--- config.mk ---
export PLATFORM = sky130hd
export DESIGN_NAME = epa_sqrt
export DESIGN_NICKNAME = d
export VERILOG_FILES = /design/src/hdl/epa_sqrt.sv
export SDC_FILE = /design/constraint.sdc
export NUM_CORES = 1
export LEC_CHECK = 0
export BUFFER_PORTS_ARGS = -buffer_cell sky130_fd_sc_hd__clkbuf_2
export CAP_MARGIN = 15
export CORE_UTILIZATION = 60
export CTS_CLUSTER_SIZE = 12
export DETAILED_ROUTE_END_ITERATION = 8
export MAX_ROUTING_LAYER = met4
export PLACE_DENSITY = 0.78
export RECOVER_POWER = 100
export REMOVE_ABC_BUFFERS = 1
export SYNTH_ARGS = -nofsm -noshare
export SYNTH_HDL_FRONTEND = slang
export SYNTH_SLANG_ARGS = --single-unit
--- constraint.sdc ---
create_clock -name i_clk -period 3 [get_ports i_clk]
set_input_delay 0.9 -clock i_clk [delete_from_list [all_inputs] [get_ports i_clk]]
set_output_delay 0.9 -clock i_clk [all_outputs]
set_load 0.05 [all_outputs]
--- src/hdl/epa_sqrt.sv ---
// pipelined integer square root, one root bit per stage
`timescale 1ns / 1ps
`default_nettype none

module epa_sqrt #(
    parameter int RW = 8,
    parameter int SW = 1
) (
    input  wire logic            i_clk,
    input  wire logic            i_rst_n,
    input  wire logic            i_en,
    input  wire logic            i_valid,
    input  wire logic [2*RW-1:0] i_rad,
    input  wire logic [SW-1:0]   i_side,
    output logic                 o_valid,
    output logic      [RW-1:0]   o_root,
    output logic      [SW-1:0]   o_side
);

    logic [RW-1:0]   r_vld;
    logic [RW+1:0]   r_rem  [RW];
    logic [RW+1:0]   n_rem  [RW];
    logic [2*RW-1:0] r_rad  [RW];
    logic [2*RW-1:0] n_rad  [RW];
    logic [RW-1:0]   r_root [RW];
    logic [RW-1:0]   n_root [RW];
    logic [SW-1:0]   r_side [RW];
    logic [SW-1:0]   n_side [RW];

    // digit by digit: bring down two radicand bits, try root*4+1
    always_comb begin
        int              j;
        logic [RW+1:0]   s_rem;
        logic [2*RW-1:0] s_rad;
        logic [RW-1:0]   s_root;
        logic [SW-1:0]   s_side;
        logic [RW+1:0]   trial;
        logic [RW+1:0]   test;
        for (int k = 0; k < RW; k++) begin
            j = (k == 0) ? 0 : k - 1;
            if (k == 0) begin
                s_rem  = '0;
                s_rad  = i_rad;
                s_root = '0;
                s_side = i_side;
            end else begin
                s_rem  = r_rem[j];
                s_rad  = r_rad[j];
                s_root = r_root[j];
                s_side = r_side[j];
            end
            trial = {s_rem[RW-1:0], s_rad[2*RW-1 -: 2]};
            test  = {s_root, 2'b01};
            if (trial >= test) begin
                n_rem[k]  = trial - test;
                n_root[k] = {s_root[RW-2:0], 1'b1};
            end else begin
                n_rem[k]  = trial;
                n_root[k] = {s_root[RW-2:0], 1'b0};
            end
            n_rad[k]  = {s_rad[2*RW-3:0], 2'b00};
            n_side[k] = s_side;
        end
    end

    always_ff @(posedge i_clk) begin
        if (!i_rst_n) begin
            r_vld <= '0;
        end else if (i_en) begin
            r_vld <= {r_vld[RW-2:0], i_valid};
        end
    end

    always_ff @(posedge i_clk) begin
        if (i_en) begin
            for (int k = 0; k < RW; k++) begin
                r_rem[k]  <= n_rem[k];
                r_rad[k]  <= n_rad[k];
                r_root[k] <= n_root[k];
                r_side[k] <= n_side[k];
            end
        end
    end

    assign o_valid = r_vld[RW-1];
    assign o_root  = r_root[RW-1];
    assign o_side  = r_side[RW-1];

endmodule

`default_nettype wire

==> results of run 1 <==
[logic make-up (layout without fill, tap and decap cells)]
kind of cell / Yosys count / count (layout) / synth area share [%]
DFF: 159 / 159 / 67.5
and+or+nand+nor: 109 / 109 / 8.35
other: 1 / 1 / 0.0539
adders and majority gates: 40 / 40 / 7.19
muxes: 24 / 24 / 3.90
AOI/OAI and AO/OA: 70 / 70 / 6.42
xor gates and xnor gates: 28 / 28 / 3.53
buffers and inverters: 54 / 113 / 3.08
[power breakdown]
| part | leakage, nW | total (W) | switching [W] | internal (W) |
|---|---|---|---|---|
| Sequential | 1.52 | 0.00280 | 0.0000936 | 0.00271 |
| Combinational | 1.28 | 0.000765 | 0.000424 | 0.000342 |
| Clock | 0.278 | 0.00199 | 0.000813 | 0.00118 |
| Total | 3.07 | 0.00556 | 0.00133 | 0.00423 |
[cells in the final DEF, fill, tap and decap left out, types with 14 or more instances in the layout]
master     count
edfxtp_1     151
clkbuf_16     18
mux2i_1       14
clkbuf_1      16
xnor2_1       18
clkbuf_2      20
a21oi_1       21
nor2_1        22
nor3_1        14
o21ai_0       22
ha_1          40
nand2_1       20
inv_1         47
[synth_stat cells, types with 2 or more instances]
cell type / instances
inv_1: 47
a31oi_1: 3
clkbuf_2: 2
mux2_2: 5
or2_2: 6
nand4_1: 3
o211ai_1: 2
nand2b_1: 13
nand2_1: 20
xnor2_1: 18
mux2i_1: 14
mux2_4: 5
o21a_1: 2
or4_1: 3
a21oi_1: 21
a211oi_1: 4
nand2_2: 2
o21ai_0: 21
nor4_1: 2
nand3_1: 2
clkbuf_1: 3
nor2_1: 22
dfxtp_1: 8
nor2b_1: 13
edfxtp_1: 151
xor2_1: 10
a21o_1: 6
ha_1: 40
nor3_1: 14
[worst paths after layout]
check / endpoint / depth (start not counted) / startpoint / slack (ns)
worst max-delay path: r_rem[6][7]$_DFFE_PP_ / 7 / r_root[1][13]$_DFFE_PP_ / 0.25
worst min register to register: r_rad[3][10]$_DFFE_PP_ / 0 / r_rad[2][8]$_DFFE_PP_ / 0.42
worst max register to register: r_rem[6][7]$_DFFE_PP_ / 7 / r_root[1][13]$_DFFE_PP_ / 0.25
worst min-delay path: r_rad[3][10]$_DFFE_PP_ / 0 / r_rad[2][8]$_DFFE_PP_ / 0.42
[area by class of cell]
| class | instances | share of cell area, % |
|---|---|---|
| timing repair buffer | 34 | 2.02 |
| tap | 140 | 2.25 |
| clock inverter | 7 | 0.657 |
| clock buffer | 25 | 6.49 |
| inverter | 47 | 2.26 |
| sequential | 159 | 60.2 |
| multi-input combinational | 272 | 26.2 |
[registers in the layout (all words and copies together) (netlist names)]
signal  cells
r_side      8
r_root     36
r_vld       8
r_rad      56
r_rem      51
[per-stage QoR]
stage                     area (um2)  hold slack, ns  util, %  power, W
after detailed placement        7310           0.405     65.9   0.00362
after global placement          7310           0.400     65.9   0.00356
final                           7800           0.415     70.4   0.00556
after global routing            7800           0.423     70.4   0.00580
after CTS                       7860           0.419     71.0   0.00562
after floorplan                 6920           0.400        -   0.00340
[worst register-to-register path, delay by kind of cell, from the launching register on]
kind / cells / cell delay [ns]
mux: 1 / 0.34
compound gates: 4 / 1.38
flops: 1 / 0.35
fa+ha+maj: 1 / 0.39
buf+inv: 1 / 0.05
[per-layer routing]
| metal | track usage [%] | share of wire, % | vias to the layer above |
|---|---|---|---|
| li1 | - | - | 1872 |
| met1 | 18.2 | 38 | 1800 |
| met2 | 36.8 | 55 | 79 |
| met3 | 4.92 | 3.2 | 30 |
| met4 | 12.0 | 3.4 | 0 |
| met5 | - | 0 | - |
==> flow_metrics.tcl, run 1 <==
set metrics [dict create \
    status "completed" \
    wl_per_cell_um 15.1 \
    synth_edf_count 151 \
    drc 0 \
    post_cts_buffers 0 \
    antenna_found_initial 0 \
    cp-start-kind "register" \
    cts_sinks 159 \
    crit_type "register to register" \
    antenna_cells 0 \
    port_buffers 30 \
    grt_overflow 0 \
    worst_pin_slew_ns 1.20 \
    cts_tree "done" \
    htree_levels 4 \
    pre_cts_ws_ns 0.311 \
    grt.total_usage_pct 19.9 \
    drive_gt1_share_pct 12.9 \
    grt_pass1_vias 3895 \
    row_count 38 \
    cts.clk_slew.worst_paths_ns 0.06 \
    arrival_ns 2.92 \
    ant_nets 0 \
    fin_cells 684 \
    syn_area_um2 6960 \
    firstDrtPassIters 4 \
    vias 3781 \
    synth_cells 485 \
    cts_buffers 17 \
    setup_ws_ns 0.247 \
    crit_path_end_kind "register" \
    start_util_pct 62.8 \
    synth-seq-area-share_pct 67.5 \
    drt_iter0_drc 151 \
    area_growth_pct 12.2 \
    die_w_um 110 \
    holdBufCountCts 0 \
    grt_pass1_wl_um 16800 \
    dp.cells 652 \
    required_ns 3.17 \
    grt_max_degree 52 \
    layout_min_cycle_time_ns 2.75 \
    vdd_drop_max_uv 533 \
    critical_path.top_delay_family "compound AO/OA/AOI/OAI gates" \
    worstPathCellList "inv_1 -> ha_1 -> a2111oi_1 -> o21ai_0 -> a31o_2 -> a41oi_4 -> mux2_4" \
    io_pins 31 \
    min_path_type "register to register" \
    clock_latency_ns 0.43 \
    power.leakage_nw 3.07 \
    clock_skew_ns 0.00794 \
    gp_congestion 0.859 \
    maxCapViolCount 0 \
    timing.final.crit_share_pct 91.8 \
    postCtsResizedCells 0 \
    slew_violations 0 \
    max_freq_mhz 363 \
    yosys.area.top_type "edfxtp_1" \
    viasPerCell 5.53 \
    relSlewSlack_pct 20.2 \
    async_reset_ff_share_pct 0 \
    power_density_nw_per_um2 713 \
    nFillCells 735 \
    core_um2 11100 \
    synth_warnings 0 \
    synth_top_area_share_pct 65.2 \
    ys.flop_type "edfxtp_1" \
    setup_viol 0 \
    synth-seq-cells 159 \
    slowest_delay_ns 0.43 \
    synth.top_cells.by_area "edfxtp_1 (65%), ha_1 (7.2%), inv_1 (2.5%), dfxtp_1 (2.3%), xnor2_1 (2.3%)" \
    cts_max_path_buffers 2 \
    register_area_um2 4690 \
    finalHoldViolCount 0 \
    die_y_um 110 \
    tns_ns 0 \
    cpMaxStageDelayCell "a2111oi_1" \
    fp.dieArea_um2 12000 \
    crit_path_max_fanout 8 \
    nets 592 \
    critPathBufInv 1 \
    syn_area_per_cell_um2 14.3 \
    synthDistinctLibCells 52 \
    multi_input_area_um2 2040 \
    rsz0062_at_grt "no" \
    hpwl_um 7030 \
    routed_wirelength_um 10300 \
    cts_root_buffer "clkbuf_16" \
]
(Power assumes the default switching activity.)
==> inputs of run 2 (changes only) <==
--- a/config.mk
+++ b/config.mk
@@ -9,3 +9,5 @@
 export CAP_MARGIN = 15
-export CORE_UTILIZATION = 60
+export CELL_PAD_IN_SITES_DETAIL_PLACEMENT = 1
+export CELL_PAD_IN_SITES_GLOBAL_PLACEMENT = 1
+export CORE_UTILIZATION = 52
 export CTS_CLUSTER_SIZE = 12
@@ -13,3 +15,3 @@
 export MAX_ROUTING_LAYER = met4
-export PLACE_DENSITY = 0.78
+export PLACE_DENSITY = 0.8
 export RECOVER_POWER = 100
==> constraint.sdc (replaced) <==
create_clock -name i_clk -period 3 [get_ports i_clk]
set_input_delay 0.45 -clock i_clk [delete_from_list [all_inputs] [get_ports i_clk]]
set_output_delay 0.45 -clock i_clk [all_outputs]
set_load 0.05 [all_outputs]
==> run 2 against run 1 <==
The flow now finishes with violations (max-capacitance violations, max-slew violations). Sequential share of layout area fell by 0.88 points. Setup slack improved by 0.11 ns. Power increased by 6.4%. Register-to-register slack better by 0.11 ns. Sequential cell count did not move. Hold slack worse by 0.22 ns. Design area is 1.5% higher. Sequential power about the same. Clock power up 17%. Critical endpoint unchanged. Largest cell class unchanged.
==> flow_metrics.tcl, run 2 (synthesis gave the netlist of run 1 again) <==
set metrics [dict create \
    register_area_um2 4690 \
    largest_reg_flops 56 \
    max_freq_mhz 378 \
    grt.total_usage_pct 20.1 \
    r2r_cells 6 \
    antenna_found_initial 0 \
    slew_violations 70 \
    violations "max-capacitance violations, max-slew violations" \
    hold_depth 1 \
    layout_commonest_cell "edfxtp_1" \
    holdBufCountCts 0 \
    port_buffers 30 \
    relSlewSlack_pct -18.6 \
    hpwl_um 8520 \
    required_ns 3.17 \
    drt_iter0_drc 175 \
    layout_min_cycle_time_ns 2.64 \
    postCtsResizedCells 0 \
    cts_max_path_buffers 2 \
    die_w_um 118 \
    viasPerCell 5.41 \
    grt_pass1_wl_um 20500 \
    core_um2 12800 \
    gp_congestion 0.825 \
    slowest_delay_ns 0.40 \
    ant_nets 0 \
    grt_max_degree 71 \
    post_cts_buffers 0 \
    topRoutingLayerUsed "met4" \
    grt_pass1_vias 4258 \
    regMostFlops "r_rad" \
    rsz0062_at_grt "no" \
    row_count 41 \
    setup_viol 0 \
    reg_top3 "r_rad (56), r_rem (51), r_root (36)" \
    start_util_pct 54.2 \
    multi_input_area_um2 2020 \
    cp-start-kind "register" \
    tns_ns 0 \
    cpMaxStageDelayCell "edfxtp_1" \
    power_density_nw_per_um2 747 \
    arrival_ns 2.81 \
    wl_per_cell_um 17.5 \
    antenna_cells 0 \
    vdd_drop_max_uv 379 \
    drc 0 \
    cts_tree "done" \
    status "complete, but fails checks" \
    p_total_w 0.00592 \
    crit_path_max_fanout 8 \
    drt-met1-wl_um 4560 \
    cts.clk_slew.worst_paths_ns 0.06 \
    vias 3871 \
    cts_buffers 17 \
    timing.final.crit_share_pct 88.1 \
    nFillCells 1231 \
    htree_levels 4 \
    io_pins 31 \
    worstPathCellList "ha_1 -> a2111oi_0 -> o21ai_1 -> a31o_2 -> a41oi_4 -> mux2_1" \
    clock_latency_ns 0.43 \
    cts_sinks 159 \
    wl_met3_um 341 \
    grt_overflow 0 \
    worst_pin_slew_ns 1.78 \
    fp.dieArea_um2 13800 \
    most-common-layout-cells "edfxtp_1 (151), inv_1 (47), ha_1 (40), nor2_1 (22)" \
    firstDrtPassIters 4 \
    nets 591 \
    drive_gt1_share_pct 12.0 \
    area_growth_pct 13.8 \
    routed_wirelength_um 12500 \
    clock_skew_ns 0.00853 \
    cts_root_buffer "clkbuf_16" \
    crit_path_end_kind "register" \
    die_y_um 118 \
    met2WireLength_um 7220 \
    maxCapViolCount 1 \
    finalHoldViolCount 0 \
    power.leakage_nw 3.09 \
    crit_type "register to register" \
    min_path_type "primary input to register" \
]
-- run 2: cell count changes in the layout (fill, tap and decap cells not counted), sizes merged --
cell,delta
clkinvlp,+2
clkbuf,-8
clkinv,+1
inv,-1
bufinv,+5
-- run 2: path summary, 6_finish.rpt --
kind | start | endpoint | slack [ns]
setup / recovery | r_rem[5][5]$_DFFE_PP_ | r_rem[6][7]$_DFFE_PP_ | 0.36
setup reg to reg | r_rem[5][5]$_DFFE_PP_ | r_rem[6][7]$_DFFE_PP_ | 0.36
hold reg to reg | r_side[1][1]$_DFFE_PP_ | r_side[1][2]$_DFFE_PP_ | 0.42
hold / removal | i_rad[13] | r_rad[0][13]$_DFFE_PP_ | 0.19
-- run 2: stage by stage --
stage          hold slack [ns]  instance area, um2  setup slack [ns]  cells  util (%)
2_1_floorplan            0.400                6920             0.613    478         -
3_3_place_gp             0.400                7340             0.527    683      57.2
3_5_place_dp             0.405                7340             0.408    683      57.2
4_1_cts                  0.183                7980             0.360    715      62.2
5_1_grt                  0.184                7920             0.170    715      61.7
6_report                 0.193                7920             0.356    715      61.7
-- run 2: power breakdown --
part	internal [W]	leakage (nW)	switching (W)
Clock	0.00148	0.306	0.000857
Sequential	0.00271	1.52	0.000106
Combinational	0.000327	1.27	0.000442
-- run 2: area by class of cell --
type	count	area share (%)
clock buffers	18	5.42
clock inverters	14	2.69
multi-input cells	272	25.6
repair buffers	33	2.10
flip-flops and latches	159	59.3
inverters	47	2.23
well taps	172	2.72
-- run 2: routing by layer --
metal	global-route usage, %	vias to the layer above
li1	-	1865
met1	18.9	1910
met2	38.0	67
met3	4.02	29
met4	10.9	0
met5	-	-
-- run 2: worst max-delay path: cells and delay by family, from the launching register on --
kind | cells | cell delay (ns)
AO/OA/AOI/OAI | 4 | 1.22
flip-flops | 1 | 0.40
multiplexers | 1 | 0.37
adder cells (fa/ha/maj) | 1 | 0.40
