===== config.mk =====
export PLATFORM = sky130hd
export DESIGN_NAME = epa_scale
export DESIGN_NICKNAME = d
export VERILOG_FILES = /design/src/hdl/epa_pkg.sv /design/src/hdl/epa_div.sv
export SDC_FILE = /design/constraint.sdc
export NUM_CORES = 1
export LEC_CHECK = 0
export ABC_AREA = 1
export CAP_MARGIN = 25
export CELL_PAD_IN_SITES_DETAIL_PLACEMENT = 1
export CELL_PAD_IN_SITES_GLOBAL_PLACEMENT = 1
export CORE_MARGIN = 8
export CORE_UTILIZATION = 50
export DETAILED_ROUTE_END_ITERATION = 7
export DONT_BUFFER_PORTS = 1
export GPL_ROUTABILITY_DRIVEN = 1
export HOLD_SLACK_MARGIN = 0.08
export PLACE_DENSITY_LB_ADDON = 0.1
export SETUP_SLACK_MARGIN = 0.05
export SLEW_MARGIN = 25
export SYNTH_ARGS = -nofsm -noshare
export SYNTH_HDL_FRONTEND = slang
export SYNTH_SLANG_ARGS = --single-unit

===== constraint.sdc =====
create_clock -name i_clk -period 6.5 [get_ports i_clk]
set_clock_uncertainty 0.05 [all_clocks]
set_input_delay 0.65 -clock i_clk [delete_from_list [all_inputs] [get_ports i_clk]]
set_output_delay 0.65 -clock i_clk [all_outputs]
set_load 0.02 [all_outputs]

===== src/hdl/epa_pkg.sv =====
// types and constants shared by the ellipse perimeter approximator
`timescale 1ns / 1ps
`default_nettype none

package epa_pkg;

    // semi-axis and result widths
    localparam int AXIS_W = 16;
    localparam int OUT_W  = 20;

    // transaction payloads
    typedef struct packed {
        logic [AXIS_W-1:0] axis_a;
        logic [AXIS_W-1:0] axis_b;
    } t_axes;

    typedef struct packed {
        logic [OUT_W-1:0] perimeter_r1;
        logic [OUT_W-1:0] perimeter_r2;
        logic [OUT_W-1:0] perimeter_hud;
    } t_perims;

    // pi as 314159 / 100000
    localparam logic [18:0] PI_NUM = 19'd314159;

    // unit sizes
    localparam int SUM_W = AXIS_W + 1;      // a + b
    localparam int Q_W   = 36;              // (3a+b)(a+3b)
    localparam int DD_W  = 2 * AXIS_W;      // (a-b)^2
    localparam int SS_W  = 2 * SUM_W;       // (a+b)^2
    localparam int HN_W  = 53;              // h numerator
    localparam int HQ_W  = 21;              // h in q0.20, up to and including one
    localparam int RT_W  = 26;              // root width of both square roots
    localparam int MN_W  = 45;              // numerator of t and 1/(1-h/4)
    localparam int MD_W  = 24;              // divisor of t and 1/(1-h/4)
    localparam int DIF_W = 27;              // 3s*2^8 - r
    localparam int FN_W  = 62;              // final numerators

    // halves of the final divisors 100000 * 2^8, 2^20 and 2^24 for round to nearest
    localparam logic [FN_W-1:0] R1_HALF  = 62'd12800000;
    localparam logic [FN_W-1:0] R2_HALF  = 62'd52428800000;
    localparam logic [FN_W-1:0] HUD_HALF = 62'd838860800000;

    // final divisors as 3125 * 2^shift: a shift, then a divide by 3125
    localparam int DQ_W   = 32;             // shifted numerator
    localparam int RC_W   = 21;             // reciprocal of 3125
    localparam int QE_W   = 21;             // quotient estimate
    localparam int DK_W   = 12;             // 3125
    localparam int BK_W   = QE_W + DK_W;    // estimate times 3125
    localparam int R1_SH  = 13;
    localparam int R2_SH  = 25;
    localparam int HUD_SH = 29;
    localparam logic [DK_W-1:0] DIV_K   = 12'd3125;
    localparam logic [RC_W-1:0] RECIP_K = 21'd1374389;     // floor(2^32 / 3125)
    localparam logic [DQ_W-1:0] SAT_LIM = 32'd3276800000;  // 3125 * 2^20

    // h equal to one in q0.20
    localparam logic [HN_W-1:0] HQ_ONE = 53'd1048576;

endpackage

`default_nettype wire


===== src/hdl/epa_div.sv =====
// pipelined dividers: restoring divider by a variable, reciprocal scaler by a constant
`timescale 1ns / 1ps
`default_nettype none


// divide by 3125 * 2^SH in three stages: shift and reciprocal estimate, estimate times 3125, one correction
module epa_scale #(
    parameter int SH = 13
) (
    input  wire logic                      i_clk,
    input  wire logic                      i_rst_n,
    input  wire logic                      i_en,
    input  wire logic                      i_valid,
    input  wire logic [epa_pkg::FN_W-1:0]  i_num,
    input  wire logic                      i_zero,
    output logic                           o_valid,
    output logic      [epa_pkg::OUT_W-1:0] o_res
);

    import epa_pkg::*;

    logic [DQ_W-1:0]      w_red;
    logic                 w_over;
    logic [DQ_W+RC_W-1:0] w_prod;

    // the quotient fits 20 bits only while the shifted numerator is below 3125 * 2^20
    assign w_red  = i_num[SH +: DQ_W];
    assign w_over = (|i_num[FN_W-1:SH+DQ_W]) || (w_red >= SAT_LIM);
    assign w_prod = {{RC_W{1'b0}}, w_red} * {{DQ_W{1'b0}}, RECIP_K};

    // stage a: estimate, low by at most one
    logic            r_a_vld;
    logic            r_a_zero;
    logic            r_a_over;
    logic [DQ_W-1:0] r_a_red;
    logic [QE_W-1:0] r_a_qe;

    always_ff @(posedge i_clk) begin
        if (!i_rst_n) begin
            r_a_vld <= 1'b0;
        end else if (i_en) begin
            r_a_vld <= i_valid;
        end
    end

    always_ff @(posedge i_clk) begin
        if (i_en) begin
            r_a_zero <= i_zero;
            r_a_over <= w_over;
            r_a_red  <= w_red;
            r_a_qe   <= w_prod[DQ_W+RC_W-1:DQ_W];
        end
    end

    // stage b: estimate times 3125
    logic            r_b_vld;
    logic            r_b_zero;
    logic            r_b_over;
    logic [DQ_W-1:0] r_b_red;
    logic [QE_W-1:0] r_b_qe;
    logic [BK_W-1:0] r_b_back;

    always_ff @(posedge i_clk) begin
        if (!i_rst_n) begin
            r_b_vld <= 1'b0;
        end else if (i_en) begin
            r_b_vld <= r_a_vld;
        end
    end

    always_ff @(posedge i_clk) begin
        if (i_en) begin
            r_b_zero <= r_a_zero;
            r_b_over <= r_a_over;
            r_b_red  <= r_a_red;
            r_b_qe   <= r_a_qe;
            r_b_back <= {{DK_W{1'b0}}, r_a_qe} * {{QE_W{1'b0}}, DIV_K};
        end
    end

    // stage c: remainder check, zero sum and saturation, output register
    logic [BK_W-1:0]  w_rem;
    logic [QE_W-1:0]  w_qe1;
    logic             r_c_vld;
    logic [OUT_W-1:0] r_c_res;

    assign w_rem = {{(BK_W-DQ_W){1'b0}}, r_b_red} - r_b_back;
    assign w_qe1 = r_b_qe + QE_W'(1);

    always_ff @(posedge i_clk) begin
        if (!i_rst_n) begin
            r_c_vld <= 1'b0;
        end else if (i_en) begin
            r_c_vld <= r_b_vld;
        end
    end

    always_ff @(posedge i_clk) begin
        if (i_en) begin
            if (r_b_zero) begin
                r_c_res <= '0;
            end else if (r_b_over) begin
                r_c_res <= '1;
            end else if (w_rem >= {{(BK_W-DK_W){1'b0}}, DIV_K}) begin
                r_c_res <= w_qe1[OUT_W-1:0];
            end else begin
                r_c_res <= r_b_qe[OUT_W-1:0];
            end
        end
    end

    assign o_valid = r_c_vld;
    assign o_res   = r_c_res;

endmodule

`default_nettype wire


==> results summary, run 1 <==
The synthesized net count is approximately 3,700. The weighted congestion at the end of routability-driven global placement is between 0.9 and 1. The smallest setup slack after layout came out at between 400 and 500 ps. The area share of fa/ha/maj cells after synthesis is 0.492. The multi-input combinational cells in the finished layout cover a total of roughly 18,000 um^2. The critical path's most frequent cell is sky130_fd_sc_hd__fa_1. The clock sink count came out at around 160.

The proportion of synthesized chip area in sequential cells came out at 0.188. The flip-flop and latch area is slightly below 5000 um^2. The synthesized instance count is between 2,000 and 3,000.

The post-route antenna net violation count came out at 0. For this run, the total global-route usage over all layers was measured as 0.247. The number of pins exceeding their max-slew limit in the final report is 0. The cell row count is 83. The initial DRC count came out at roughly 660. On the critical path the largest part of the delay comes from adder cells.

The kind of start point of the critical path is an input pin. The final wirelength came out at 70,900 um. The layout has 5,977 filler cells. The number of port buffers is 0. The floorplan step set the die height to approximately 240 um. Setup repair after global routing left no endpoint under its margin. The post-synthesis share of cell area spent on and, or, nand and nor gates is 0.142. The total iterations of the first detailed-routing run came out at 5. Across the run, the number of max-cap violations was 0.

Entering global routing, the biggest net connects 165 pins. Setup violations remaining at the end of the flow were counted as 0. The deepest clock path buffer count is 2. The number of ports placed on the die boundary came out at 88. The worst-case setup slack after placement is between 2 and 3 ps.

The largest stage delay on the critical path came out at 580 ps. The normalized max-slew margin is 0.352. The capturing element type of the critical path is a flip-flop. The critical path is of the in2reg type.

The share of the synthesized netlist area taken by xor and xnor gates came out at 0.0223. The overall die area is 59,300 um^2. The count of endpoints failing hold in the final timing report came out at 0. Sorting the synthesized cells by area gives the leading types as sky130_fd_sc_hd__fa_1 27%, sky130_fd_sc_hd__ha_1 22%, sky130_fd_sc_hd__edfxtp_1 19%, sky130_fd_sc_hd__inv_1 10%, sky130_fd_sc_hd__nand2_1 7.7%. The run finished with clean final reports.

The transition time at the pin with the least slew margin came out at approximately 970 ps. Based on the critical path, the design can be clocked at up to about 170 MHz. The compound-gate portion of the synthesized area came out at 0.0499. The effective utilization at floorplan came out at 0.505.

The worst hold path belongs to the class in2reg. The number of remaining DRC errors is 0. The warning count from the yosys run came out at 0. Clock-pin slew was measured on the worst setup and hold paths at ~70 ps. The number of different library cells in the post-synthesis netlist is 44. The highest net fanout along the worst path is 11. The post-layout minimum cycle time is approximately 6000 ps.

The total negative slack for setup checks is 0 ps. The number of vias per cell is between 5 and 6. The cell taking the most area after synthesis is sky130_fd_sc_hd__fa_1. The final net count is roughly 3,800. The floorplan step defined a core boundary enclosing 51,200 um^2. The global-route wire length before repair is approximately 110,000 um. Of the available clock period, the critical path in the final layout requires 0.924. The standard cell with the maximum stage delay on the critical path is sky130_fd_sc_hd__nor4_1.

The number of levels the H-tree was split into came out at 4. The mean cell area of the mapped netlist came out at about 9.1 um^2. The count of hold-fix buffers inserted at cts is 0.

Of the cells placed in the final design, the portion with a size suffix greater than 1 is 0.0325. The required arrival time at the worst endpoint is 6650 ps. The routed length per placed instance is ~20 um. The later-pin clock latency in the skew report is around 450 ps. Measured along the x axis, the die boundary spans 244 um.

The number of antenna violations at the first check in global routing is 0. The TritonCTS clock tree is done. Buffers added to address setup during post-CTS repair amount to 0. The share of cell area taken by muxes after synthesis came out at 0. Traced cell by cell, the critical path runs through inv_1 > ha_1 > ha_1 > fa_1 > fa_1 > fa_1 > fa_1 > inv_1 > fa_1 > inv_1 > ha_1 > nand2_1 > nor2_1 > inv_1 > nor4_1 > nand4_1 > nand3_1 > nand2_1 > nand2_1 > xor2_1. The detailed-placement wirelength estimate came out at approximately 63,000 um. The total congestion overflow after global routing is 0. The antenna diode count came out at 0. The number of buffers added by the clock tree synthesis step is 17.

The count of instances resized after the clock tree is built is 0. Of the post-synthesis cell area, the dominant cell type holds 0.268. In this run, synthesis produced a sequential element count of between 150 and 200. The vias after detailed routing is 18,700. The growth of design area from synthesis to finish came out at 5.58%. In this run the clock root is driven by a sky130_fd_sc_hd__clkbuf_16. The netlist area before placement came out at roughly 26,000 um^2. After synthesis, the largest family of logic cells by area is adder cells. The via count of the first global-routing pass came out at 21,300. The data arrival time at the worst-slack endpoint is 6150 ps. The count of buffer and inverter cells on the critical path came out at 4.
## Yosys cell counts, drive strengths merged
| cell type | number |
|---|---|
| and2 | 1 |
| o21bai | 5 |
| clkinv | 3 |
| o211a | 1 |
| dfxtp | 3 |
| a21boi | 5 |
| nor3 | 18 |
| o2111a | 1 |
| nor4 | 8 |
| xnor2 | 27 |
| o21a | 9 |
| inv | 704 |
| a211oi | 2 |
| a21oi | 111 |
| nor2 | 155 |
| o31ai | 3 |
| nand4 | 27 |
| xor2 | 39 |
| o21ai | 55 |
| fa | 346 |
| nand3 | 119 |
| ha | 464 |
| o2111ai | 2 |
| edfxtp | 160 |
| a31oi | 13 |
| nand2 | 546 |
| o221ai | 3 |
| nand3b | 2 |
| buf | 11 |
| a21o | 11 |
| a31o | 2 |
| o211ai | 3 |
## layout by cell type (no fill, tap or decap), drive strengths merged, types with 2 or more instances in the layout
master and instances:
nor2 155, xor2 39, a21boi 5, nand4 27, a211oi 2, o221ai 3
a31o 2, clkinv 10, buf 8, clkbuf 17, ha 464, a21o 11
o21a 9, o2111ai 2, dfxtp 3, nand3b 2, a21oi 111, o211ai 3
o21bai 5, nand3 119, nand2 546, a31oi 13, inv 710, fa 346
o21ai 55, nor4 8, o31ai 3, nor3 18, edfxtp 160, xnor2 27
## layout make-up
type | count | area share
clock buffer | 17 | 0.0156
clock inverter | 15 | 0.00701
inverter | 707 | 0.0971
multi-input combinational | 1978 | 0.669
sequential | 163 | 0.178
tap | 680 | 0.0311
timing repair buffer | 8 | 0.00220
## worst paths after layout
kind | from | to | slack, ps | cells after the start
worst max-delay path | i_num[39] | r_a_qe[20] | 500 | 20
worst min-delay path | i_zero | r_a_zero | 240 | 0
worst max register to register | r_a_qe[5] | r_b_back[29] | 1320 | 18
worst min register to register | r_a_red[29] | r_b_red[29] | 370 | 0
## kinds of logic after synthesis
kind of cell,count (synthesis)
AND/OR/NAND/NOR,876
adder cells (fa/ha/maj),810
buffers and inverters,718
AO/OA/AOI/OAI,226
flip-flops,163
XOR/XNOR,66
## sequential cells by signal, summed over array words and instances, names as in the netlist
signal and flops:
o_res 20, o_valid 1, r_a_over 1, r_a_qe 21, r_a_red 32, r_a_vld 1, r_a_zero 1, r_b_back 31
r_b_over 1, r_b_qe 20, r_b_red 32, r_b_vld 1, r_b_zero 1
## metal layers
metal  up-vias  wire, um  global-route usage
met3       127      1820              0.0258
met1      9246     30500               0.302
met5         -         0                   0
li1       9038         -                   -
met4         0      2660              0.0946
met2       292     36000               0.444
## per-stage QoR
stage	instance area (um^2)	utilization	hold WS, ps	std cells
finish	27300	0.534	243	3568
CTS	27300	0.534	213	3568
global placement	26700	0.522	353	3536
detailed placement	26700	0.522	356	3536
global route	27300	0.534	219	3568
floorplan	25900	-	350	2859
Power of run 1 is left out: the tool's default activity adds up to more than one toggle a clock period on the data nets, which glitch-free logic cannot reach.
==> run 2, diff against run 1 <==
clock period = 7.43 ns   (was 6.5 ns; I/O delays follow)
==> run 2 against run 1 <==
Wire length is 2.1% higher. Clock-buffer cell count unchanged. Critical path depth is 3 higher. Register-to-register slack gained 890 ps. Die area did not move. Sequential cell count did not move. Highest routed layer unchanged.
==> results summary, run 2 (synthesis gave the netlist of run 1 again) <==
The overall die area is 59,300 um^2 (unchanged). The min-delay analysis places its worst path in the category in2reg. The largest registers in the layout are r_a_red (32), r_b_red (32), r_b_back (31). The final net count is 3,746 (-0.16%).

The total setup buffers inserted after CTS came out at 0 (unchanged). The placed cell area is 26,700 um^2 (-0.20%). The global router's overall resource usage came to 0.250 (+0.00368). The type of the worst setup path is in2reg. The later-pin clock latency in the skew report is 450 ps (about the same). The via count of the first global-routing pass came to 21,500 (+0.98%).

The startpoint identified for the worst hold timing path is i_num[35]. The core area came out at 51,200 um^2 (unchanged). The number of vias per cell is 5.27 (+0.49%). The number of antenna violations at the first check in global routing is 0 (unchanged). The cell row count came out at 83 (unchanged). The required arrival time at the worst endpoint came out at 7570 ps (+920 ps).

The achievable clock frequency is approximately 160 MHz. The root buffer cell is sky130_fd_sc_hd__clkbuf_16. The die outline width came out at 244 um (unchanged). The number of port buffers came out at 0 (unchanged). The data arrival time at the worst-slack endpoint is 6440 ps (+290 ps). The post-route fraction of the period consumed by the critical path is 0.847. The post-route antenna net violation count is 0 (unchanged).

The normalized max-slew margin is 0.434 (+0.0825). The flow ran to the end, and the final reports show no timing, DRC or antenna violations. The smallest setup slack after layout is 1130 ps (+638 ps).

The number of levels the H-tree was split into is 4 (unchanged). The routed length per placed instance came out at 20.3 um (+2.3%). The count of instances resized after the clock tree is built is 0 (unchanged). In this run the worst setup path begins at i_num[21].

The library cells used most frequently in the layout, excluding fill and tap cells, are 689 x sky130_fd_sc_hd__inv_1, 529 x sky130_fd_sc_hd__nand2_1, 464 x sky130_fd_sc_hd__ha_1. Setup repair after global routing left no endpoint under its margin. The pin count of the biggest net entering global routing was 165 (unchanged). The initial DRC count came to 605 (-7.8%). The detailed-placement wirelength estimate is 63,800 um (+0.87%).

The count of hold-fix buffers inserted at cts came out at 0 (unchanged). The clock transition at the register clock pins on the worst setup and hold paths after CTS is 80 ps (about the same). The max-cap violation count came to 0 (unchanged). The antenna diode count came out at 0 (unchanged). The transition time at the pin with the least slew margin came out at 846 ps (-124 ps). The total negative slack for setup checks was 0 ps (unchanged). The worst-case setup slack after placement was 660 ps (+657 ps). The global-route wire length before repair is 116,000 um (+2.1%). The share of cells above drive strength 1 came to 0.0305 (-0.00201). The post-layout minimum cycle time came out at 6300 ps. The number of ports placed on the die boundary came out at 88 (unchanged). The total iterations of the first detailed-routing run is 5 (unchanged). The count of endpoints failing hold in the final timing report came out at 0 (unchanged).

Relative to the synthesized area, the layout overhead comes to 5.41%. TritonCTS built the clock tree. The number of remaining DRC errors is 0 (unchanged). Leaving out fill and tap cells, the most frequent cell in the layout is sky130_fd_sc_hd__inv_1. The weighted congestion at the end of routability-driven global placement came to 0.943 (+0.54%). The worst setup path is captured at a flip-flop. The worst setup path is launched from an input pin. The clock sink count came out at 163 (unchanged).

The final standard cell area without fillers is 27,300 um^2 (-0.16%). The highest net fanout along the worst path came to 12 (+1). The number of pins exceeding their max-slew limit in the final report came out at 0 (unchanged).

The final wirelength came out at 72,500 um (+2.1%). The effective utilization at floorplan is 0.505 (unchanged). The startpoint identified for the worst register-to-register timing path is r_a_qe[6]. The deepest clock path buffer count is 2 (unchanged). The vias after detailed routing was 18,800 (+0.32%). The number of setup violations in the final report came out at 0 (unchanged). The total congestion overflow after global routing is 0 (unchanged).

The chip height came out at 244 um (unchanged). The number of buffers added by the clock tree synthesis step is 17 (unchanged).
==> run 2: routing by layer <==
metal / up-vias / part of all wire / GRT usage
met3: 80 / 0.018 / 0.0173
met1: 9442 / 0.43 / 0.308
met2: 214 / 0.53 / 0.470
met5: - / 0 / 0
li1: 9027 / - / -
met4: 0 / 0.024 / 0.0647
==> run 2: layout make-up <==
cell class                 instances  area [um^2]
fill                            6017        23900
multi-input combinational       1978        18300
sequential                       163         4860
inverter                         707         2650
tap                              680          851
clock buffer                      17          425
clock inverter                    15          180
timing repair buffer               2         18.8
==> run 2: per-stage QoR <==
| stage | hold slack, ps | instances | util |
|---|---|---|---|
| after floorplan | 350 | 2859 | - |
| after global placement | 353 | 3529 | 0.521 |
| after detailed placement | 356 | 3529 | 0.521 |
| after CTS | 308 | 3561 | 0.532 |
| after global routing | 313 | 3562 | 0.533 |
| final | 333 | 3562 | 0.533 |
==> run 2: path summary, 6_finish.rpt <==
kind / endpoint / slack, ps / cells past startpoint
max: r_a_qe[16] / 1130 / 23
min reg2reg: r_b_red[26] / 370 / 0
min: r_a_red[22] / 330 / 0
max reg2reg: r_b_back[31] / 2210 / 18
==> run 2: critical path, stage by stage <==
cell                      delay (ps)
sky130_fd_sc_hd__inv_1            30
sky130_fd_sc_hd__ha_1            290
sky130_fd_sc_hd__ha_1            280
sky130_fd_sc_hd__inv_1            50
sky130_fd_sc_hd__fa_1            530
sky130_fd_sc_hd__inv_1            50
sky130_fd_sc_hd__fa_1            500
sky130_fd_sc_hd__inv_1            50
sky130_fd_sc_hd__fa_1            460
sky130_fd_sc_hd__fa_1            560
sky130_fd_sc_hd__inv_1            60
sky130_fd_sc_hd__fa_1            470
sky130_fd_sc_hd__ha_1            370
sky130_fd_sc_hd__nand2_1         140
sky130_fd_sc_hd__nor2_1          190
sky130_fd_sc_hd__nand4_1          90
sky130_fd_sc_hd__o21ai_0         340
sky130_fd_sc_hd__a21oi_1         140
sky130_fd_sc_hd__o21ai_0         500
sky130_fd_sc_hd__a21oi_1         260
sky130_fd_sc_hd__inv_1           120
sky130_fd_sc_hd__a21oi_1          80
sky130_fd_sc_hd__xnor2_1         130
Power of run 2 is left out for the same reason.
