## config.mk

```make
export PLATFORM = sky130hd
export DESIGN_NAME = epa_div
export DESIGN_NICKNAME = d
export VERILOG_FILES = /design/src/hdl/epa_div.sv
export SDC_FILE = /design/constraint.sdc
export NUM_CORES = 1
export LEC_CHECK = 0
export BUFFER_PORTS_ARGS = -buffer_cell sky130_fd_sc_hd__buf_2
export CAP_MARGIN = 5
export CORE_ASPECT_RATIO = 1.1
export CORE_MARGIN = 2
export CORE_UTILIZATION = 50
export CTS_CLUSTER_DIAMETER = 200
export DETAILED_ROUTE_END_ITERATION = 10
export HOLD_SLACK_MARGIN = 0.02
export PLACE_DENSITY = 0.75
export SETUP_SLACK_MARGIN = 0.02
export SYNTH_ARGS = -nofsm -noshare
export SYNTH_HDL_FRONTEND = slang
export SYNTH_SLANG_ARGS = --single-unit
```

## constraint.sdc

```tcl
create_clock -name i_clk -period 2.3 [get_ports i_clk]
set_clock_uncertainty 0.1 [all_clocks]
set_input_delay 0 -clock i_clk [delete_from_list [all_inputs] [get_ports i_clk]]
set_output_delay 0 -clock i_clk [all_outputs]
set_load 0.1 [all_outputs]
```

## src/hdl/epa_div.sv

```systemverilog
// pipelined dividers: restoring divider by a variable, reciprocal scaler by a constant
`timescale 1ns / 1ps
`default_nettype none

module epa_div #(
    parameter int NW = 8,
    parameter int DW = 8,
    parameter int SW = 1
) (
    input  wire logic          i_clk,
    input  wire logic          i_rst_n,
    input  wire logic          i_en,
    input  wire logic          i_valid,
    input  wire logic [NW-1:0] i_num,
    input  wire logic [DW-1:0] i_den,
    input  wire logic [SW-1:0] i_side,
    output logic               o_valid,
    output logic      [NW-1:0] o_quo,
    output logic      [SW-1:0] o_side
);

    logic [NW-1:0] r_vld;
    logic [DW-1:0] r_rem  [NW];
    logic [DW-1:0] n_rem  [NW];
    logic [NW-1:0] r_num  [NW];
    logic [NW-1:0] n_num  [NW];
    logic [NW-1:0] r_quo  [NW];
    logic [NW-1:0] n_quo  [NW];
    logic [DW-1:0] r_den  [NW];
    logic [DW-1:0] n_den  [NW];
    logic [SW-1:0] r_side [NW];
    logic [SW-1:0] n_side [NW];

    // each stage shifts in one numerator bit and tries a subtract
    always_comb begin
        int            j;
        logic [DW-1:0] s_rem;
        logic [NW-1:0] s_num;
        logic [NW-1:0] s_quo;
        logic [DW-1:0] s_den;
        logic [SW-1:0] s_side;
        logic [DW:0]   trial;
        logic [DW:0]   diff;
        for (int k = 0; k < NW; k++) begin
            j = (k == 0) ? 0 : k - 1;
            if (k == 0) begin
                s_rem  = '0;
                s_num  = i_num;
                s_quo  = '0;
                s_den  = i_den;
                s_side = i_side;
            end else begin
                s_rem  = r_rem[j];
                s_num  = r_num[j];
                s_quo  = r_quo[j];
                s_den  = r_den[j];
                s_side = r_side[j];
            end
            trial = {s_rem, s_num[NW-1]};
            diff  = trial - {1'b0, s_den};
            if (trial >= {1'b0, s_den}) begin
                n_rem[k] = diff[DW-1:0];
                n_quo[k] = {s_quo[NW-2:0], 1'b1};
            end else begin
                n_rem[k] = trial[DW-1:0];
                n_quo[k] = {s_quo[NW-2:0], 1'b0};
            end
            n_num[k]  = {s_num[NW-2:0], 1'b0};
            n_den[k]  = s_den;
            n_side[k] = s_side;
        end
    end

    always_ff @(posedge i_clk) begin
        if (!i_rst_n) begin
            r_vld <= '0;
        end else if (i_en) begin
            r_vld <= {r_vld[NW-2:0], i_valid};
        end
    end

    always_ff @(posedge i_clk) begin
        if (i_en) begin
            for (int k = 0; k < NW; k++) begin
                r_rem[k]  <= n_rem[k];
                r_num[k]  <= n_num[k];
                r_quo[k]  <= n_quo[k];
                r_den[k]  <= n_den[k];
                r_side[k] <= n_side[k];
            end
        end
    end

    assign o_valid = r_vld[NW-1];
    assign o_quo   = r_quo[NW-1];
    assign o_side  = r_side[NW-1];

endmodule


`default_nettype wire

```

==> impl_metrics.env, run 1 <==
export IMPL_globalplace_congestion=0.8840
export IMPL_setup_viol_count_final=13
export IMPL_global_route_overflow_total=0
export IMPL_power_report_internal_total_mw=7.907
export IMPL_p_per_area_nw_per_um2=1022
export IMPL_fmaxAchievable_mhz=418.7
export IMPL_cts_reportedPaths_clkPinSlew_ns=0.07
export IMPL_grt_antenna_before_repair=0
export IMPL_ys_warn_count=0
export IMPL_slew_headroom=0.6107
export IMPL_clock_root_buffer="sky130_fd_sc_hd__clkbuf_16"
export IMPL_numCtsBuffers=17
export IMPL_swShare=0.2875
export IMPL_hold_viol_final=0
export IMPL_endpoint_kind="register"
export IMPL_drt_iter0_drc=278
export IMPL_period_share=1.039
export IMPL_layoutNonFillerInstCount=1005
export IMPL_syn_inst=639
export IMPL_failed_checks="setup timing"
export IMPL_seqPwrFrac=0.427
export IMPL_sequential_cell_area_sq_um=5685
export IMPL_totalWireLength_microns=14700
export IMPL_synth_enable_flop_cells=184
export IMPL_grt_max_degree=64
export IMPL_comb_power_share=0.306
export IMPL_run_status="finished, violations left"
export IMPL_firstDrtPassIters=5
export IMPL_final_max_slew_viol_count=0
export IMPL_core_area_sq_um=17550
export IMPL_count_of_different_cell_masters_after_synthesis=60
export IMPL_nNetsFinal=839
export IMPL_std_cell_rows=51
export IMPL_final_fill_count=1251
export IMPL_die_height_microns=143.7
export IMPL_detailedPlace_worstSlack_ns=-0.1341
export IMPL_rsz0062_at_grt="yes"
export IMPL_pwr_share_clk=0.267
export IMPL_leakagePower_nw=4.392
export IMPL_design_die_area_sq_um=18830
export IMPL_power_ir_vdd_worst_mv=0.5545
export IMPL_yosysSeqAreaShare=0.6406
export IMPL_avgSynthCellArea_sq_um=13.89
export IMPL_yosys_most_used_dff="sky130_fd_sc_hd__edfxtp_1"
export IMPL_flow_area_growth_from_synthesis_pct=22.33
export IMPL_grt_usage=0.1633
export IMPL_htree_levels=4
export IMPL_timing_critical_path_fanout_max=2
export IMPL_detail_route_wl_per_cell_microns=14.63
export IMPL_period_minus_slack_ns=2.389
export IMPL_ys_seq_elements=192
export IMPL_num_vias=5251
export IMPL_grt_pass1_vias=5398
export IMPL_port_buffer_count=30
export IMPL_tritoncts_clock_tree="built"
export IMPL_number_of_cells_traversed_by_the_worst_register_to_register_path=8
export IMPL_worst_slew_pin_transition_ns=0.5795
export IMPL_antennaDiodeCount=0
export IMPL_clock_sinks=192
export IMPL_endpoint_arrival_time_on_the_critical_path_ns=2.47
export IMPL_detail_route_vias_per_cell=5.225
export IMPL_cts_root_to_sink_buffers=2
export IMPL_final_hpwl_from_detailed_placement_microns=9719
export IMPL_net_count_synth=724
export IMPL_synth_async_sr_flop_share=0
export IMPL_worstSetupStartpointType="register"
export IMPL_placed_cells=934
export IMPL_clock_insertion_delay_worst_skew_ns=0.43
export IMPL_drc=0
export IMPL_drtAntennaViolNets=0
export IMPL_critical_path_class="reg -> reg"
export IMPL_postLayoutSetupSlackWorst_ns=-0.08856
export IMPL_grt_pass1_wl_microns=23750
export IMPL_floorplan_initialDensity=0.5057
export IMPL_timing_hold_worst_class="in -> reg"
export IMPL_required_ns=2.38
export IMPL_syn_area_sq_um=8875
export IMPL_total_switching_power_mw=3.190
export IMPL_floorplan_die_width_microns=131.0
export IMPL_ios=31
export IMPL_layout_cells_sized_above_1=0.2399
export IMPL_multi_input_comb_area_sq_um=3167
export IMPL_cap_violations=0
export IMPL_hold_path_depth=1
[Yosys cell counts, types with 2 or more instances]
cell	instances	area [sq um]
sky130_fd_sc_hd__edfxtp_1	184	5525
sky130_fd_sc_hd__dfxtp_1	8	160.2
sky130_fd_sc_hd__or3_1	2	12.51
sky130_fd_sc_hd__nor2b_1	17	106.4
sky130_fd_sc_hd__o31ai_1	2	15.01
sky130_fd_sc_hd__a21oi_1	36	180.2
sky130_fd_sc_hd__a21boi_0	3	22.52
sky130_fd_sc_hd__nand4_1	2	12.51
sky130_fd_sc_hd__mux2_4	6	90.09
sky130_fd_sc_hd__a21o_1	10	75.07
sky130_fd_sc_hd__nand2b_1	9	56.30
sky130_fd_sc_hd__a211oi_1	4	30.03
sky130_fd_sc_hd__nand3_1	9	45.04
sky130_fd_sc_hd__nand2_1	22	82.58
sky130_fd_sc_hd__mux2_2	2	22.52
sky130_fd_sc_hd__xnor2_1	13	113.9
sky130_fd_sc_hd__inv_2	3	11.26
sky130_fd_sc_hd__xor2_1	9	78.83
sky130_fd_sc_hd__and3_1	2	12.51
sky130_fd_sc_hd__o31a_1	3	26.28
sky130_fd_sc_hd__o21ai_1	19	95.09
sky130_fd_sc_hd__a21boi_1	8	60.06
sky130_fd_sc_hd__and2_1	3	18.77
sky130_fd_sc_hd__a31o_1	2	17.52
sky130_fd_sc_hd__a31oi_1	2	12.51
sky130_fd_sc_hd__o21ai_0	13	65.06
sky130_fd_sc_hd__fa_1	6	120.1
sky130_fd_sc_hd__inv_1	83	311.6
sky130_fd_sc_hd__nor2_1	27	101.4
sky130_fd_sc_hd__o21a_1	4	30.03
sky130_fd_sc_hd__o21bai_1	2	15.01
sky130_fd_sc_hd__mux2_1	15	168.9
sky130_fd_sc_hd__clkbuf_1	2	7.510
sky130_fd_sc_hd__mux2i_1	17	170.2
sky130_fd_sc_hd__ha_1	58	725.7
sky130_fd_sc_hd__nor3_1	8	40.04
[critical path, cell delays in order, from the launching register on]
cell	delay, ns
sky130_fd_sc_hd__edfxtp_1	0.41
sky130_fd_sc_hd__ha_2	0.21
sky130_fd_sc_hd__fa_2	0.36
sky130_fd_sc_hd__nor2b_2	0.17
sky130_fd_sc_hd__o21ai_2	0.09
sky130_fd_sc_hd__a21boi_2	0.17
sky130_fd_sc_hd__nor4_1	0.06
sky130_fd_sc_hd__a311o_1	0.32
sky130_fd_sc_hd__mux2_4	0.26
[logic make-up (layout without fill, tap and decap cells)]
family / count (synthesis) / in the layout / share of synthesized area
flip-flops: 192 / 192 / 0.6406
AO/OA/AOI/OAI: 120 / 120 / 0.08713
AND/OR/NAND/NOR: 111 / 111 / 0.06612
buffers and inverters: 90 / 218 / 0.03821
adder cells (fa/ha/maj): 64 / 64 / 0.09531
multiplexers: 40 / 40 / 0.05089
XOR/XNOR: 22 / 22 / 0.02171
[through the flow]
stage	power [mW]	instance area, sq um	TNS [ns]	utilization	hold slack, ns
final	11.10	10860	-0.6540	0.6187	0.02521
after global routing	11.65	10860	-2.095	0.6187	0.04075
after CTS	10.88	10620	-1.148	0.6053	0.02476
after detailed placement	7.645	9602	-1.496	0.5472	0.07809
after global placement	7.454	9602	-0.5060	0.5472	0.07756
after floorplan	6.805	8891	-0.1619	-	-0.001131
[metal layers]
metal,wire length (microns),vias to the layer above,global-route usage
li1,-,2562,-
met1,5444,2563,0.1594
met2,8519,95,0.3218
met3,416,31,0.03649
met4,323,0,0.06999
met5,0,-,0
[repair_timing]
action / CTS / global route
buffers inserted: 8 / 12
setup endpoints to repair: 26 / 46
pin swaps: 16 / 17
cloned: 0 / 0
endpoints found under the hold margin: 32 / 0
gates resized for setup: 33 / 33
hold buffers: 20 / 0
[path summary, 6_finish.rpt]
check / to / slack [ns] / startpoint
min reg2reg: r_quo[1][26] / 0.32 / r_quo[1][17]
max: r_rem[5][6] / -0.09 / r_den[4][0]
max reg2reg: r_rem[5][6] / -0.09 / r_den[4][0]
min: r_quo[1][3] / 0.03 / i_en
[power by group through the flow]
stage	registers (mW)	logic, mW	clock network (mW)
6_report	4.74	3.40	2.96
5_1_grt	4.79	3.70	3.15
4_1_cts	4.73	3.14	3.01
3_5_place_dp	4.79	2.86	0
3_3_place_gp	4.77	2.69	0
2_1_floorplan	4.85	1.96	0
[registers in the layout (all words and copies together) (netlist names)]
signal	count
r_den	56
r_rem	56
r_quo	36
r_num	28
r_side	8
r_vld	8
[placed cells by master, fill, tap and decap left out, types with 9 or more instances in the layout]
cell	synthesis	layout
sky130_fd_sc_hd__buf_2	1	29
sky130_fd_sc_hd__inv_1	83	76
sky130_fd_sc_hd__ha_4	0	11
sky130_fd_sc_hd__mux2_4	6	16
sky130_fd_sc_hd__ha_1	58	44
sky130_fd_sc_hd__nor2b_1	17	15
sky130_fd_sc_hd__nand2_1	22	21
sky130_fd_sc_hd__clkbuf_16	0	17
sky130_fd_sc_hd__edfxtp_1	184	184
sky130_fd_sc_hd__dlygate4sd3_1	0	20
sky130_fd_sc_hd__a21o_1	10	10
sky130_fd_sc_hd__xor2_1	9	9
sky130_fd_sc_hd__mux2i_1	17	17
sky130_fd_sc_hd__nor2_1	27	27
sky130_fd_sc_hd__o21ai_0	13	10
sky130_fd_sc_hd__a21oi_1	36	31
sky130_fd_sc_hd__buf_4	0	42
sky130_fd_sc_hd__xnor2_1	13	13
sky130_fd_sc_hd__inv_2	3	10
sky130_fd_sc_hd__o21ai_1	19	17
[area by class of cell]
cell class,instances,area share
Timing Repair Buffer,100,0.07284
Clock inverter,14,0.01510
Multi-Input combinational cell,357,0.2917
Inverter,86,0.02973
Tap cell,238,0.02743
Sequential cell,192,0.5237
Clock buffer,18,0.03953
Note: power is estimated with default switching activity, not from simulation.
==> inputs of run 2 (changes only) <==
- ABC_AREA: unset -> 1
==> run 2 against run 1 <==
  * The run now ends clean
  * Sequential power about the same
  * Die area up 7.8%
  * Area after synthesis up 8.1%
  * Sequential share of layout area down 0.34 points
  * Critical path type unchanged
  * Non-clock buffer count down 38
==> impl_metrics.env, run 2 <==
export IMPL_rrSetupSlack_ns=0.21
export IMPL_postLayoutSetupSlackWorst_ns=0.2124
export IMPL_firstDrtPassIters=4
export IMPL_netlist_top_cells_area="sky130_fd_sc_hd__edfxtp_1 (58%), sky130_fd_sc_hd__nand2_1 (11%), sky130_fd_sc_hd__ha_1 (7.6%)"
export IMPL_post_cts_resized_instances=0
export IMPL_number_of_cells_traversed_by_the_worst_register_to_register_path=10
export IMPL_flow_area_growth_from_synthesis_pct=13.95
export IMPL_tns_ns=0
export IMPL_crit_path_start="r_den[1][4]"
export IMPL_grt_max_degree=78
export IMPL_num_vias=6370
export IMPL_global_route_usage_met1=0.1698
export IMPL_nNetsFinal=1098
export IMPL_globalplace_congestion=0.8834
export IMPL_largest_registers_in_the_final_layout="r_den: 56 flops, r_rem: 56 flops, r_quo: 36 flops"
export IMPL_die_height_microns=149.3
export IMPL_core_area_sq_um=18970
export IMPL_floorplan_initialDensity=0.5057
export IMPL_totalWireLength_microns=17050
export IMPL_hold_viol_final=0
export IMPL_final_fill_count=1620
export IMPL_layout_cells_most_common_list="sky130_fd_sc_hd__nand2_1 (271), sky130_fd_sc_hd__edfxtp_1 (184), sky130_fd_sc_hd__inv_1 (156)"
export IMPL_r2r_end="r_rem[2][7]"
export IMPL_avgSynthCellArea_sq_um=10.22
export IMPL_yosys_most_used_dff="sky130_fd_sc_hd__edfxtp_1"
export IMPL_net_count_synth=1023
export IMPL_post_cts_setup_repair_bufs=0
export IMPL_fmaxAchievable_mhz=479.0
export IMPL_synth_top_cells_by_count="sky130_fd_sc_hd__nand2_1 (271), sky130_fd_sc_hd__edfxtp_1 (184), sky130_fd_sc_hd__inv_1 (156), sky130_fd_sc_hd__nand3_1 (85), sky130_fd_sc_hd__ha_1 (58)"
export IMPL_ios=31
export IMPL_netlist_area_leader_share=0.5761
export IMPL_cp_endpoint="r_rem[2][7]"
export IMPL_gr_usage_met3=0.03704
export IMPL_global_route_overflow_total=0
export IMPL_synth_top_area_cell="sky130_fd_sc_hd__edfxtp_1"
export IMPL_drtAntennaViolNets=0
export IMPL_slew_headroom=0.5801
export IMPL_design_die_area_sq_um=20310
export IMPL_run_status="finished, final reports clean"
export IMPL_worstSetupStartpointType="register"
export IMPL_floorplan_die_width_microns=136.1
export IMPL_timing_critical_path_slowest_stage_cell="sky130_fd_sc_hd__edfxtp_1"
export IMPL_endpoint_arrival_time_on_the_critical_path_ns=2.17
export IMPL_commonest_non_fill_non_tap_cell_in_the_layout="sky130_fd_sc_hd__nand2_1"
export IMPL_syn_inst=938
export IMPL_final_hpwl_from_detailed_placement_microns=12570
export IMPL_critical_path_most_common_cell="sky130_fd_sc_hd__nand2_1"
export IMPL_holdCritStartpoint="i_en"
export IMPL_period_share=0.9077
export IMPL_cts_reportedPaths_clkPinSlew_ns=0.08
export IMPL_grt_pass1_vias=6414
export IMPL_layoutNonFillerInstCount=1273
export IMPL_critical_path_top_delay_family="simple AND/OR/NAND/NOR gates"
export IMPL_utilization=0.5762
export IMPL_synth_async_sr_flop_share=0
export IMPL_period_minus_slack_ns=2.088
export IMPL_critical_path_cell_sequence="inv_1 -> ha_1 -> nand2_1 -> nor2_1 -> nand2_1 -> nand3_2 -> nand2_2 -> nand2_4 -> nand2_1 -> nand2_1"
export IMPL_grt_antenna_before_repair=0
export IMPL_yosys_cell_count_top_type="sky130_fd_sc_hd__nand2_1"
export IMPL_grt_usage=0.1808
export IMPL_required_ns=2.39
export IMPL_cap_violations=0
export IMPL_worst_slew_pin_transition_ns=0.6298
export IMPL_critical_path_class="reg -> reg"
export IMPL_syn_area_sq_um=9590
export IMPL_htree_levels=4
export IMPL_detail_route_wl_per_cell_microns=13.40
export IMPL_hold_path_depth=1
export IMPL_drt_iter0_drc=288
export IMPL_detailedPlace_worstSlack_ns=0.2505
export IMPL_holdBufCountCts=20
export IMPL_tritoncts_clock_tree="built"
export IMPL_yosysSeqAreaShare=0.5928
export IMPL_count_of_different_cell_masters_after_synthesis=31
export IMPL_timing_hold_worst_class="in -> reg"
export IMPL_path_buf_inv=1
export IMPL_post_layout_total_power_mw=10.83
export IMPL_ys_warn_count=0
export IMPL_endpoint_kind="register"
export IMPL_cts_root_to_sink_buffers=2
export IMPL_power_ir_vdd_worst_mv=0.5696
export IMPL_timing_critical_path_fanout_max=9
export IMPL_clock_sinks=192
export IMPL_peak_per_stage_delay_on_the_critical_path_ns=0.39
export IMPL_port_buffer_count=30
export IMPL_final_max_slew_viol_count=0
export IMPL_numCtsBuffers=17
export IMPL_antennaDiodeCount=0
export IMPL_layout_cells_sized_above_1=0.09552
export IMPL_critical_path_cell_count=10
export IMPL_placed_cells=1221
export IMPL_grt_busiest_layer="met2"
export IMPL_setup_viol_count_final=0
export IMPL_drc=0
export IMPL_grt_pass1_wl_microns=28600
export IMPL_std_cell_rows=53
export IMPL_rsz0062_at_grt="no"
export IMPL_critical_r2r_launch="r_den[1][4]"
export IMPL_leakagePower_nw=5.054
export IMPL_grt_util_met2=0.3628
export IMPL_ys_seq_elements=192
export IMPL_detail_route_vias_per_cell=5.004
export IMPL_clock_insertion_delay_worst_skew_ns=0.44
export IMPL_p_per_area_nw_per_um2=991.3
export IMPL_synth_enable_flop_cells=184
export IMPL_clock_root_buffer="sky130_fd_sc_hd__clkbuf_16"
-- run 2: power by group --
part           leakage, nW  internal, mW  switching, mW  total [mW]
Sequential            1.87          4.50          0.228        4.73
Clock                0.290          1.56           1.41        2.98
Combinational         2.90          1.14           1.99        3.13
Total                 5.05          7.20           3.63        10.8
-- run 2: layer usage --
metal  wire length (microns)  part of all wire
met3                     449             0.026
met1                    6119              0.36
met5                       0                 0
met2                    9896              0.58
met4                     586             0.034
-- run 2: how the worst min path moves through the flow --
stage and to:
2_1_floorplan r_den[0][0], 3_3_place_gp r_num[0][6], 3_5_place_dp r_num[0][4], 4_1_cts r_side[0][0], 5_1_grt r_rem[0][0], 6_report r_rem[0][0]
-- run 2: area by class of cell --
cell class              count  area [sq um]  share of cell area
clock buffers              18         429.2             0.03927
clock inverters            14         170.2             0.01557
inverters                 157         589.3             0.05393
multi-input cells         583          3258              0.2981
flip-flops and latches    192          5685              0.5203
well taps                 247         309.0             0.02828
repair buffers             62         486.7             0.04454
-- run 2: cells by family (layout without fill, tap and decap cells) --
| logic type | after synthesis | in the layout | share of synthesized area |
|---|---|---|---|
| buffers and inverters | 163 | 251 | 0.06745 |
| XOR/XNOR | 19 | 19 | 0.01735 |
| adder cells (fa/ha/maj) | 64 | 64 | 0.08819 |
| AND/OR/NAND/NOR | 457 | 457 | 0.2098 |
| flip-flops | 192 | 192 | 0.5928 |
| AO/OA/AOI/OAI | 43 | 43 | 0.02440 |
-- run 2: stage by stage --
stage          hold WS, ns  instance area [sq um]
5_1_grt             0.1341                  10930
4_1_cts             0.1038                  10930
3_3_place_gp       0.07731                  10130
2_1_floorplan    -0.001131                   9590
6_report           0.08706                  10930
3_5_place_dp       0.07810                  10130
